## src/hw/rtl/cwe_pkg.sv

```systemverilog
// shared types, constants and character lookup for the charset word enumerator
// no dependencies; used by scoped names in the front end, back end, top level and testbench

package cwe_pkg;

   localparam int MAX_LENGTH_DEFAULT = 24;
   localparam int QUEUE_DEPTH        = 2;
   localparam int STATUS_LEN_W       = 7;

   localparam logic [6:0] NUM_DIGITS  = 7'd10;
   localparam logic [6:0] NUM_LOWER   = 7'd26;
   localparam logic [6:0] NUM_LETTERS = 7'd52;
   localparam logic [6:0] NUM_SYMBOLS = 7'd23;

   // request codes on the input channel
   localparam logic [1:0] REQ_LOAD     = 2'd0;
   localparam logic [1:0] REQ_LENGTH   = 2'd1;
   localparam logic [1:0] REQ_GENERATE = 2'd2;

   // csr register indexes
   localparam logic [1:0] CSR_DIGITS  = 2'd0;
   localparam logic [1:0] CSR_LETTERS = 2'd1;
   localparam logic [1:0] CSR_SYMBOLS = 2'd2;

   localparam logic [7:0] SYMBOL_CHARS [23] = '{
      8'h21, 8'h40, 8'h23, 8'h24, 8'h25, 8'h5E, 8'h26, 8'h2A, 8'h28, 8'h29, 8'h2D, 8'h5F,
      8'h2B, 8'h3D, 8'h3B, 8'h3F, 8'h3C, 8'h3E, 8'h5B, 8'h5D, 8'h7B, 8'h7D, 8'h2F
   };

   typedef struct packed {
      logic [1:0] req_type;
      logic [4:0] position;
      logic [6:0] symbol_index;
      logic [4:0] word_length;
   } req_item_type;

   typedef struct packed {
      logic [7:0] char_code;
      logic [4:0] char_position;
      logic       last_char;
      logic       exhausted;
   } rsp_item_type;

   // active character groups, after the digits-only fallback
   typedef struct packed {
      logic use_digits;
      logic use_letters;
      logic use_symbols;
   } cfg_type;

   typedef enum logic [1:0] {
      CMD_LOAD,
      CMD_LENGTH,
      CMD_GENERATE
   } cmd_kind_type;

   typedef struct packed {
      cmd_kind_type kind;
      logic [4:0]   position;
      logic [6:0]   symbol_index;
      logic [4:0]   word_length;
   } cmd_type;

   typedef enum logic [1:0] {
      ST_IDLE,
      ST_SCAN,
      ST_EMIT,
      ST_GROW
   } back_state_type;

   typedef struct packed {
      logic                    busy;
      logic                    done;
      logic [STATUS_LEN_W-1:0] length;
   } back_status_type;

   function automatic logic [6:0] set_size(cfg_type cfg);
      logic [6:0] n;
      n = 7'd0;
      if (cfg.use_digits)  n = n + NUM_DIGITS;
      if (cfg.use_letters) n = n + NUM_LETTERS;
      if (cfg.use_symbols) n = n + NUM_SYMBOLS;
      return n;
   endfunction

   // ascii code of entry v of the active set, v already below the set size
   function automatic logic [7:0] char_of(logic [6:0] v, cfg_type cfg);
      logic [6:0] r;
      logic [7:0] code;
      logic       found;
      r     = v;
      code  = 8'h00;
      found = 1'b0;
      if (cfg.use_digits) begin
         if (r < NUM_DIGITS) begin
            code  = 8'h30 + 8'(r);
            found = 1'b1;
         end else begin
            r = r - NUM_DIGITS;
         end
      end
      if (!found && cfg.use_letters) begin
         if (r < NUM_LOWER) begin
            code  = 8'h61 + 8'(r);
            found = 1'b1;
         end else if (r < NUM_LETTERS) begin
            code  = 8'h41 + 8'(r - NUM_LOWER);
            found = 1'b1;
         end else begin
            r = r - NUM_LETTERS;
         end
      end
      if (!found) begin
         if (r >= NUM_SYMBOLS) r = NUM_SYMBOLS - 7'd1;
         code = SYMBOL_CHARS[r[4:0]];
      end
      return code;
   endfunction

endpackage

```

## src/hw/rtl/cwe_fifo.sv

```systemverilog
// small synchronous queue with registered storage
// generic; no package dependencies

module cwe_fifo #(
   parameter int WIDTH = 8,
   parameter int DEPTH = 2
) (
   input  logic             clock,
   input  logic             reset,
   input  logic             push,
   input  logic [WIDTH-1:0] push_data,
   output logic             full,
   input  logic             pop,
   output logic [WIDTH-1:0] pop_data,
   output logic             empty
);

   localparam int PTR_W = (DEPTH > 1) ? $clog2(DEPTH) : 1;
   localparam int CNT_W = $clog2(DEPTH + 1);

   logic [WIDTH-1:0] mem_ff [DEPTH];
   logic [PTR_W-1:0] wr_ptr_ff, wr_ptr_in;
   logic [PTR_W-1:0] rd_ptr_ff, rd_ptr_in;
   logic [CNT_W-1:0] count_ff, count_in;
   logic             do_push, do_pop;

   assign full     = (count_ff == CNT_W'(DEPTH));
   assign empty    = (count_ff == '0);
   assign do_push  = push && !full;
   assign do_pop   = pop && !empty;
   assign pop_data = mem_ff[rd_ptr_ff];

   always_comb begin
      wr_ptr_in = wr_ptr_ff;
      rd_ptr_in = rd_ptr_ff;
      count_in  = count_ff;
      if (do_push) begin
         wr_ptr_in = (wr_ptr_ff == PTR_W'(DEPTH - 1)) ? '0 : wr_ptr_ff + PTR_W'(1);
      end
      if (do_pop) begin
         rd_ptr_in = (rd_ptr_ff == PTR_W'(DEPTH - 1)) ? '0 : rd_ptr_ff + PTR_W'(1);
      end
      if (do_push && !do_pop) begin
         count_in = count_ff + CNT_W'(1);
      end else if (do_pop && !do_push) begin
         count_in = count_ff - CNT_W'(1);
      end
   end

   always_ff @(posedge clock) begin
      if (reset) begin
         wr_ptr_ff <= '0;
         rd_ptr_ff <= '0;
         count_ff  <= '0;
      end else begin
         wr_ptr_ff <= wr_ptr_in;
         rd_ptr_ff <= rd_ptr_in;
         count_ff  <= count_in;
      end
   end

   always_ff @(posedge clock) begin
      if (do_push) begin
         mem_ff[wr_ptr_ff] <= push_data;
      end
   end

endmodule

```

## src/hw/rtl/cwe_front.sv

```systemverilog
// front end: accepts requests, drops meaningless ones, clamps fields, queues commands
// depends on cwe_pkg and cwe_fifo

module cwe_front #(
   parameter int MAX_LENGTH = cwe_pkg::MAX_LENGTH_DEFAULT
) (
   input  logic                  clock,
   input  logic                  reset,
   input  logic                  push,
   output logic                  full,
   input  cwe_pkg::req_item_type req_data,
   output logic                  cmd_valid,
   output cwe_pkg::cmd_type      cmd,
   input  logic                  cmd_pop
);

   localparam int CMD_W = $bits(cwe_pkg::cmd_type);

   cwe_pkg::cmd_type   cmd_new;
   logic               keep;
   logic               q_empty;
   logic [CMD_W-1:0]   q_out;

   always_comb begin
      cmd_new.kind         = cwe_pkg::CMD_GENERATE;
      cmd_new.position     = req_data.position;
      cmd_new.symbol_index = req_data.symbol_index;
      cmd_new.word_length  = req_data.word_length;
      keep                 = 1'b0;
      unique case (req_data.req_type)
         cwe_pkg::REQ_LOAD: begin
            cmd_new.kind = cwe_pkg::CMD_LOAD;
            // loads at or past MAX_LENGTH are dropped
            keep = (int'(req_data.position) < MAX_LENGTH);
         end
         cwe_pkg::REQ_LENGTH: begin
            cmd_new.kind = cwe_pkg::CMD_LENGTH;
            keep         = 1'b1;
            if (req_data.word_length == 5'd0) begin
               cmd_new.word_length = 5'd1;
            end else if (int'(req_data.word_length) > MAX_LENGTH) begin
               cmd_new.word_length = 5'(MAX_LENGTH);
            end
         end
         cwe_pkg::REQ_GENERATE: begin
            cmd_new.kind = cwe_pkg::CMD_GENERATE;
            keep         = 1'b1;
         end
         default: begin
            keep = 1'b0;
         end
      endcase
   end

   cwe_fifo #(
      .WIDTH(CMD_W),
      .DEPTH(cwe_pkg::QUEUE_DEPTH)
   ) u_cmd_queue (
      .clock    (clock),
      .reset    (reset),
      .push     (push && !full && keep),
      .push_data(cmd_new),
      .full     (full),
      .pop      (cmd_pop),
      .pop_data (q_out),
      .empty    (q_empty)
   );

   assign cmd_valid = !q_empty;
   assign cmd       = cwe_pkg::cmd_type'(q_out);

endmodule

```

## src/hw/rtl/cwe_back.sv

```systemverilog
// back end: symbol store, odometer sequencer and result queue
// depends on cwe_pkg and cwe_fifo

module cwe_back #(
   parameter int MAX_LENGTH = cwe_pkg::MAX_LENGTH_DEFAULT
) (
   input  logic                     clock,
   input  logic                     reset,
   input  cwe_pkg::cfg_type         cfg,
   input  logic                     cmd_valid,
   input  cwe_pkg::cmd_type         cmd,
   output logic                     cmd_pop,
   output logic                     empty,
   input  logic                     pop,
   output cwe_pkg::rsp_item_type    rsp_data,
   output cwe_pkg::back_status_type status
);

   localparam int IDX_W = (MAX_LENGTH > 1) ? $clog2(MAX_LENGTH) : 1;
   localparam int LEN_W = $clog2(MAX_LENGTH + 1);
   localparam int RSP_W = $bits(cwe_pkg::rsp_item_type);

   cwe_pkg::back_state_type state_ff, state_in;
   logic [IDX_W-1:0]        idx_ff, idx_in;
   logic [IDX_W-1:0]        pivot_ff, pivot_in;
   logic                    ovf_ff, ovf_in;
   logic [LEN_W-1:0]        len_ff, len_in;
   logic                    done_ff, done_in;
   logic [6:0]              sym_ff [MAX_LENGTH];

   logic [6:0]              top_sym;
   logic [6:0]              rd_sym;
   logic [6:0]              rd_clamped;
   logic                    saturated;
   logic                    at_last;
   logic                    at_max;
   logic                    wr_en;
   logic [IDX_W-1:0]        wr_idx;
   logic [6:0]              wr_val;
   logic                    out_push;
   logic                    out_full;
   logic [RSP_W-1:0]        out_data;
   cwe_pkg::rsp_item_type   out_item;

   assign top_sym    = cwe_pkg::set_size(cfg) - 7'd1;
   assign rd_sym     = sym_ff[idx_ff];
   assign rd_clamped = (rd_sym > top_sym) ? top_sym : rd_sym;
   assign saturated  = (rd_sym >= top_sym);
   assign at_last    = (idx_ff == IDX_W'(len_ff - LEN_W'(1)));
   assign at_max     = (len_ff == LEN_W'(MAX_LENGTH));

   always_comb begin
      out_item.char_code     = cwe_pkg::char_of(rd_clamped, cfg);
      out_item.char_position = 5'(idx_ff);
      out_item.last_char     = at_last;
      out_item.exhausted     = done_ff || (ovf_ff && at_max);
   end

   always_comb begin
      state_in = state_ff;
      idx_in   = idx_ff;
      pivot_in = pivot_ff;
      ovf_in   = ovf_ff;
      len_in   = len_ff;
      done_in  = done_ff;
      cmd_pop  = 1'b0;
      out_push = 1'b0;
      wr_en    = 1'b0;
      wr_idx   = idx_ff;
      wr_val   = rd_sym;
      unique case (state_ff)
         cwe_pkg::ST_IDLE: begin
            if (cmd_valid) begin
               cmd_pop = 1'b1;
               unique case (cmd.kind)
                  cwe_pkg::CMD_LOAD: begin
                     wr_en  = 1'b1;
                     wr_idx = IDX_W'(cmd.position);
                     wr_val = (cmd.symbol_index > top_sym) ? top_sym : cmd.symbol_index;
                  end
                  cwe_pkg::CMD_LENGTH: begin
                     len_in = LEN_W'(cmd.word_length);
                  end
                  cwe_pkg::CMD_GENERATE: begin
                     idx_in   = IDX_W'(len_ff - LEN_W'(1));
                     state_in = cwe_pkg::ST_SCAN;
                  end
                  default: begin
                     cmd_pop = 1'b1;
                  end
               endcase
            end
         end
         cwe_pkg::ST_SCAN: begin
            // find the rightmost position that does not wrap
            if (!saturated) begin
               pivot_in = idx_ff;
               ovf_in   = 1'b0;
               idx_in   = '0;
               state_in = cwe_pkg::ST_EMIT;
            end else if (idx_ff == '0) begin
               ovf_in   = 1'b1;
               state_in = cwe_pkg::ST_EMIT;
            end else begin
               idx_in = idx_ff - IDX_W'(1);
            end
         end
         cwe_pkg::ST_EMIT: begin
            if (!out_full) begin
               out_push = 1'b1;
               wr_en    = 1'b1;
               if (ovf_ff || idx_ff > pivot_ff) begin
                  wr_val = 7'd0;
               end else if (idx_ff == pivot_ff) begin
                  wr_val = rd_sym + 7'd1;
               end
               if (at_last) begin
                  state_in = ovf_ff ? cwe_pkg::ST_GROW : cwe_pkg::ST_IDLE;
               end else begin
                  idx_in = idx_ff + IDX_W'(1);
               end
            end
         end
         cwe_pkg::ST_GROW: begin
            if (at_max) begin
               done_in = 1'b1;
            end else begin
               wr_en  = 1'b1;
               wr_idx = IDX_W'(len_ff);
               wr_val = 7'd0;
               len_in = len_ff + LEN_W'(1);
            end
            state_in = cwe_pkg::ST_IDLE;
         end
         default: begin
            state_in = cwe_pkg::ST_IDLE;
         end
      endcase
   end

   always_ff @(posedge clock) begin
      if (reset) begin
         state_ff <= cwe_pkg::ST_IDLE;
      end else begin
         state_ff <= state_in;
      end
   end

   always_ff @(posedge clock) begin
      if (reset) begin
         len_ff  <= LEN_W'(1);
         done_ff <= 1'b0;
         for (int i = 0; i < MAX_LENGTH; i++) begin
            sym_ff[i] <= 7'd0;
         end
      end else begin
         len_ff  <= len_in;
         done_ff <= done_in;
         if (wr_en) begin
            sym_ff[wr_idx] <= wr_val;
         end
      end
   end

   always_ff @(posedge clock) begin
      idx_ff   <= idx_in;
      pivot_ff <= pivot_in;
      ovf_ff   <= ovf_in;
   end

   cwe_fifo #(
      .WIDTH(RSP_W),
      .DEPTH(cwe_pkg::QUEUE_DEPTH)
   ) u_rsp_queue (
      .clock    (clock),
      .reset    (reset),
      .push     (out_push),
      .push_data(out_item),
      .full     (out_full),
      .pop      (pop),
      .pop_data (out_data),
      .empty    (empty)
   );

   assign rsp_data = cwe_pkg::rsp_item_type'(out_data);

   always_comb begin
      status.busy   = (state_ff != cwe_pkg::ST_IDLE);
      status.done   = done_ff;
      status.length = cwe_pkg::STATUS_LEN_W'(len_ff);
   end

endmodule

```

## src/hw/rtl/charset_word_enumerator.sv

```systemverilog
// top level of the charset word enumerator: csr registers, front end, back end
// depends on cwe_pkg, cwe_front, cwe_back (and cwe_fifo below them)
// usage
//   requests enter as a queue: req_data is taken when push is high and full low
//   load writes one position's symbol index (clamped to the active set), set
//   length changes the word length (clamped to 1..MAX_LENGTH), generate emits
//   the current word and then steps the odometer; unknown codes are dropped
//   results leave as a queue: rsp_data is valid while empty is low and is taken
//   on pop; a generate gives one transaction per character, leftmost first,
//   with last_char on the final one and exhausted as it stands after the step
// sequencing
//   load and set length are applied in the idle state as the command is popped;
//   generate pops the command, scans leftward from the rightmost position for the
//   rightmost position that does not wrap, emits every character (holding while
//   the result queue is full), then grows the word or ends the keyspace if all wrap
//   a two-entry command queue lets requests arrive while a word is still going
// reset: synchronous; enables return to digits only, every position to symbol 0,
//   length to 1, the exhausted flag clears; both queues empty
// stall: while pop is low the result queue fills and the sequencer holds in place,
//   then the command queue fills and full rises; nothing is dropped

module charset_word_enumerator #(
   parameter int MAX_LENGTH = cwe_pkg::MAX_LENGTH_DEFAULT
) (
   input  logic                  clock,
   input  logic                  reset,
   // request channel
   input  logic                  push,
   output logic                  full,
   input  cwe_pkg::req_item_type req_data,
   // result channel
   output logic                  empty,
   input  logic                  pop,
   output cwe_pkg::rsp_item_type rsp_data,
   // csr write port
   input  logic                  csr_write_enable,
   input  logic [1:0]            csr_index,
   input  logic                  csr_write_data
);

   // group enable registers
   logic en_digits_ff, en_digits_in;
   logic en_letters_ff, en_letters_in;
   logic en_symbols_ff, en_symbols_in;

   cwe_pkg::cfg_type         cfg;
   logic                     cmd_valid;
   logic                     cmd_pop;
   cwe_pkg::cmd_type         cmd;
   cwe_pkg::back_status_type status;

   always_comb begin
      en_digits_in  = en_digits_ff;
      en_letters_in = en_letters_ff;
      en_symbols_in = en_symbols_ff;
      if (csr_write_enable) begin
         unique case (csr_index)
            cwe_pkg::CSR_DIGITS:  en_digits_in  = csr_write_data;
            cwe_pkg::CSR_LETTERS: en_letters_in = csr_write_data;
            cwe_pkg::CSR_SYMBOLS: en_symbols_in = csr_write_data;
            default: begin
               // unused index, write ignored
               en_digits_in = en_digits_ff;
            end
         endcase
      end
   end

   always_ff @(posedge clock) begin
      if (reset) begin
         en_digits_ff  <= 1'b1;
         en_letters_ff <= 1'b0;
         en_symbols_ff <= 1'b0;
      end else begin
         en_digits_ff  <= en_digits_in;
         en_letters_ff <= en_letters_in;
         en_symbols_ff <= en_symbols_in;
      end
   end

   // with every group off the set falls back to digits
   always_comb begin
      cfg.use_digits  = en_digits_ff || (!en_letters_ff && !en_symbols_ff);
      cfg.use_letters = en_letters_ff;
      cfg.use_symbols = en_symbols_ff;
   end

   // front: classify and queue requests
   cwe_front #(
      .MAX_LENGTH(MAX_LENGTH)
   ) u_front (
      .clock    (clock),
      .reset    (reset),
      .push     (push),
      .full     (full),
      .req_data (req_data),
      .cmd_valid(cmd_valid),
      .cmd      (cmd),
      .cmd_pop  (cmd_pop)
   );

   // back: odometer state and character emission
   cwe_back #(
      .MAX_LENGTH(MAX_LENGTH)
   ) u_back (
      .clock    (clock),
      .reset    (reset),
      .cfg      (cfg),
      .cmd_valid(cmd_valid),
      .cmd      (cmd),
      .cmd_pop  (cmd_pop),
      .empty    (empty),
      .pop      (pop),
      .rsp_data (rsp_data),
      .status   (status)
   );

   // exhausted is sticky until reset
   a_done_sticky : assert property (@(posedge clock) disable iff (reset)
      status.done |=> status.done)
      else $error("exhausted flag dropped without reset");

   // length never leaves 1..MAX_LENGTH
   a_length_range : assert property (@(posedge clock) disable iff (reset)
      (status.length != '0) &&
      (status.length <= cwe_pkg::STATUS_LEN_W'(MAX_LENGTH)))
      else $error("word length out of range");

   // the keyspace can only run out at full length
   a_done_at_max : assert property (@(posedge clock) disable iff (reset)
      $rose(status.done) |-> (status.length == cwe_pkg::STATUS_LEN_W'(MAX_LENGTH)))
      else $error("exhausted set below maximum length");

endmodule

```

## config.mk

```make
export PLATFORM = sky130hd
export DESIGN_NAME = charset_word_enumerator
export DESIGN_NICKNAME = d
export VERILOG_FILES = /design/src/hw/rtl/cwe_pkg.sv /design/src/hw/rtl/cwe_fifo.sv /design/src/hw/rtl/cwe_front.sv /design/src/hw/rtl/cwe_back.sv /design/src/hw/rtl/charset_word_enumerator.sv
export SDC_FILE = /design/constraint.sdc
export NUM_CORES = 1
export LEC_CHECK = 0
export BUFFER_PORTS_ARGS = -buffer_cell sky130_fd_sc_hd__buf_2
export CORE_AREA = 2 2 266 268
export CTS_CLUSTER_DIAMETER = 30
export CTS_CLUSTER_SIZE = 16
export DETAILED_ROUTE_END_ITERATION = 6
export DIE_AREA = 0 0 268 270
export MAX_ROUTING_LAYER = met4
export PLACE_DENSITY = 0.38
export SETUP_SLACK_MARGIN = 0.05
export SLEW_MARGIN = 20
export SYNTH_ARGS = -nofsm -noshare
export SYNTH_HDL_FRONTEND = slang
export SYNTH_SLANG_ARGS = --single-unit
```

## constraint.sdc

```tcl
create_clock -name clock -period 8 [get_ports clock]
set_input_delay 0.8 -clock clock [delete_from_list [all_inputs] [get_ports clock]]
set_output_delay 0.8 -clock clock [all_outputs]
set_load 0.01 [all_outputs]
```

-- Word-level counts from Yosys, hierarchy flattened
Memory sizes are Yosys's and may differ from the RTL's. A register that Yosys moved wholly into a read port is not among the register bits.
Index checks and enable logic that the tools add are counted.
- bits in latches: 0
- bits in read-only memories: 256
- bits in writable memories: 236
- register bits: 30
- memories kept: 4
- word-level logic and storage cells: 222
- input bits: 27
- memories (name ; words ; bits a word ; read ports ; clocked after memory_dff ; write ports ; RTL line ; source):
    (name not given) ; 32 ; 8 ; 1 ; 0 ; 0 ; cwe_pkg.sv:115 ; code = SYMBOL_CHARS[r[4:0]];
    u_back.sym_ff ; 24 ; 7 ; 1 ; 1 ; 24 ; cwe_back.sv:29 ; logic [6:0] sym_ff [MAX_LENGTH];
    u_front.u_cmd_queue.mem_ff ; 2 ; 19 ; 1 ; 1 ; 1 ; cwe_fifo.sv:21 ; logic [WIDTH-1:0] mem_ff [DEPTH];
    u_back.u_rsp_queue.mem_ff ; 2 ; 15 ; 1 ; 1 ; 1 ; cwe_fifo.sv:21 ;
- equality and inequality tests: 24
- shift operators: 0
- bitwise gates (word level): 2
- $mul: 0
- add/subtract/negate cells: 22
- divide/modulo/power cells: 0
- mux-type cells: 94
- order comparisons: 11
- reduce and logical (&&, ||, !) cells: 50
- operators with widths (operator ; number):
    $mux W7 ; 16
    $mux W5 ; 19
    $mux W8 ; 8
    $mux W1 ; 31
    $mux W2 ; 11
    $pmux W7 S3 ; 1
    $pmux W5 S2 ; 2
    $pmux W5 S3 ; 1
    $eq A2 B2 Y1 const B ; 7
    $gt A7 B7 Y1 ; 2
    $ne A2 B2 Y1 const B ; 7
    $logic_and A1 B1 Y1 ; 13
    $logic_not A2 Y1 ; 6
    $reduce_and A2 Y1 ; 6
    $logic_not A1 Y1 ; 11
    $add A5 B1 Y5 const B ; 2
    $eq A5 B5 Y1 ; 2
    $logic_not A5 Y1 ; 2
    $sub A5 B1 Y5 const B ; 2
    $add A6 B7 Y8 const A ; 1
    $add A7 B7 Y8 const A ; 1
    $add A7 B8 Y8 const A ; 1
    $eq A2 B1 Y1 const B ; 4
    $pmux W2 S4 ; 1
    36 further kinds ; 46

-- Logic depth before layout (Yosys ltp)
- depth in word-level cells: 26
- mapped depth: 40
- mapped depth without buffers: 35

-- Modules after synthesis
From an unflattened synthesis, not the netlist that was laid out.
- cells, all modules: 1430
- area total of the unflattened synthesis: 17246.5 sq um
- modules (own cells, without submodules) (module ; sequential area each (sq um) ; instances ; area each (sq um) ; cells each):
    cwe_back ; 7317.0 ; 1 ; 14054.7 ; 1239
    cwe_fifo at u_front.u_cmd_queue ; 1241.2 ; 1 ; 1585.3 ; 84
    cwe_fifo at u_back.u_rsp_queue ; 1001.0 ; 1 ; 1297.5 ; 72
    cwe_front ; 0.0 ; 1 ; 156.4 ; 20
    charset_word_enumerator ; 60.1 ; 1 ; 152.6 ; 15

-- Least setup slack after synthesis
No wires, ideal clock.
- path type: reg2reg
- start point: reg with a tool-made name
- end point: mem u_back.u_rsp_queue.mem_ff[0][8] (netlist name), data pin
- slack: 0.257 ns
- stages on the path, launching flop included: 39
- buffers on the path: 5
- arrival: 7.485 ns
- setup time: 0.258 ns
- required time: 7.742 ns
- period minus slack after synthesis: 7.743 ns
- cell sequence: dfxtp_1 -> buf_6 -> buf_6 -> buf_6 -> buf_4 -> mux4_2 -> mux4_2 -> mux2i_1 -> ha_1 -> nor2b_1 -> o21a_1 -> o21a_1 -> o21a_1 -> o31ai_2 -> a22o_2 -> nand3_4 -> mux2i_1 -> inv_1 -> [... 3 more ...] -> and4_1 -> o21ai_2 -> inv_1 -> o21ai_2 -> and2_1 -> buf_2 -> inv_2 -> ha_1 -> o31ai_1 -> xor2_1 -> a221oi_4 -> o21ai_1 -> or2_1 -> ha_1 -> nand3b_1 -> a211o_1 -> o211a_1 -> o21a_1
- RTL lines (item ; RTL line):
    to (decl) ; cwe_fifo.sv:21

==> results.ini <==
[global_routing]
antenna_found_initial = 3
overflow = 0
grt_pass1_wl_um = 79180
met3_usage = 0.02808
grt_use_met2 = 0.2394
grt_max_degree = 47
grt_pass1_vias = 12202
grt_usage = 0.1510
use_met1 = 0.1972
grt.busiest_layer = met2

[timing]
clock.fmax_mhz = 133.7
relSlewSlack = 0.2880
hold_viol_final = 0
skew_ns = 0.03773
tightestPinTransition_ns = 1.058
setup_viol = 0
whs_ns = 0.4001
grt_setup_unrepaired = false
finalCriticalPeriod_ns = 7.480
fin_ws_ns = 0.5202
slew_violations = 0
fin_crit_sh = 0.9350
timing.setup.tns_ns = 0

[routing]
wire_per_inst_um = 20.65
drtAntennaViolNets = 0
drc_errors = 0
via_count = 12069
vias_per_cell = 4.665
first_pass_iters = 5
drt_wl_total_um = 53410
drtIter0Drc = 771

[finish]
final_common_cell = edfxtp_1
layout-drive-gt1-share = 0.2325
design_area_sq_mm = 0.02185
area_growth_pct = 26.43
nets = 1657
diodes = 0
mostFrequentLayoutCells = edfxtp_1 (303), nor2_1 (270), nand2_1 (91)

[synth]
ys_ff_latch = 329
syn_area_sq_mm = 0.01729
syn_area_per_cell_sq_um = 11.95
synth.top_cell.area_share = 0.5263
synth-seq-area-share = 0.5565
synth_cell_types = 104
synth-edff-count = 303
synthTopCellsByArea = edfxtp_1 (53%), nor2_1 (5.9%), mux4_2 (4.8%)
ys.flop_type = edfxtp_1
synthArstFlopShare = 0
syn_inst = 1446
yosysTopAreaCell = edfxtp_1
ys_warn_count = 0

[placement]
dp_hpwl_um = 37270
gp_routability_congestion = 0.8364
place_ws_ns = 0.2452
placed_cell_area_sq_mm = 0.01884
port_buffers = 43

[critical_path]
cp_slowest_cell = mux4_2
cp_max_fo = 8
path_buf_inv = 4
startpoint_type = flop
critPathRequiredTime_ns = 8.33
slowest_delay_ns = 0.53
cp_top_family = compound AO/OA/AOI/OAI gates
cp.arrival_ns = 7.81
worstSetupPathType = reg2reg
endpoint_kind = flop

[clock_tree]
path_clk_slew_ns = 0.04
worstSkewPairLatency_ns = 0.61
ctsHoldBuffers = 0
clockRootBuffer = clkbuf_16
htreeDepth = 3
cts_sinks = 329
cts_buffer_depth = 3
cts_buffers = 82
tritoncts = done

[floorplanning]
ios = 44
die_width_um = 268
core_area_sq_mm = 0.06954
die_area_sq_mm = 0.07236
rows = 97
die_y_um = 270
initial_core_util = 0.2486

[worst_hold_path]
hp-class = in2reg

[status]
status = finished, final reports clean

[flow_run]
drv_cap = 0

area by class of cell:
class,instances,area [sq um]
Timing Repair Buffer,128,927.1
Inverter,55,206.4
Clock inverter,49,618.1
Sequential cell,329,9628
Clock buffer,102,2178
Fill cell,7029,47690
Tap cell,940,1176
Multi-Input combinational cell,984,7121
layer usage:
metal / share of wire / vias up
met1: 0.46 / 6078
met2: 0.48 / 277
li1: - / 5651
met4: 0.017 / 0
met5: 0 / -
met3: 0.044 / 63
stage by stage:
stage          cells    util
6_report        2587  0.3143
4_1_cts         2570  0.3111
3_3_place_gp    2419  0.2708
3_5_place_dp    2419  0.2709
2_1_floorplan   1447       -
5_1_grt         2587  0.3143
Yosys cell counts (10+ instances only):
| library cell | instances |
|---|---|
| a211oi_1 | 13 |
| a21o_1 | 11 |
| a21oi_1 | 67 |
| a22oi_1 | 13 |
| clkbuf_1 | 52 |
| dfxtp_1 | 26 |
| edfxtp_1 | 303 |
| ha_1 | 50 |
| inv_1 | 50 |
| mux2_2 | 25 |
| mux2i_1 | 57 |
| mux4_2 | 37 |
| nand2_1 | 91 |
| nand2b_1 | 35 |
| nand3_1 | 19 |
| nor2_1 | 272 |
| nor2b_1 | 27 |
| o211ai_1 | 13 |
| o21a_1 | 11 |
| o21ai_0 | 34 |
| xnor2_1 | 10 |
| xor2_1 | 17 |
cells by family after synthesis:
group	synth area share
mux	0.1094
other cells	0.0002169
buf+inv	0.03568
xor+xnor	0.01462
simple gates	0.1367
compound gates	0.1108
flops	0.5565
fa+ha+maj	0.03619
path summary, 6_finish.rpt:
check | from | endpoint | slack (ns) | cells after the start
max | flop | u_back.u_rsp_queue.mem_ff[1][8] | 0.52 | 35
min | req_data[7] | u_front.u_cmd_queue.mem_ff[1][7] | 0.40 | 1
max reg2reg | flop | u_back.u_rsp_queue.mem_ff[1][8] | 0.52 | 35
min reg2reg | u_back.done_ff | u_back.done_ff | 0.47 | 2
sequential cells by signal, summed over array words and instances, names as in the netlist, 5 cells and up, named ones only:
register                    cells
u_front.u_cmd_queue.mem_ff     38
u_back.idx_ff                   5
u_back.u_rsp_queue.mem_ff      30
u_back.len_ff                   5
u_back.sym_ff                 224
u_back.pivot_ff                 5
what timing repair did:
item                                    in CTS  in global routing
buffers inserted                             0                 17
endpoints found under the setup margin       0                 10
resized for setup                            0                  6
Power is not shown: default switching activity piles up to over one toggle a cycle in this logic, so the estimate is an artifact.
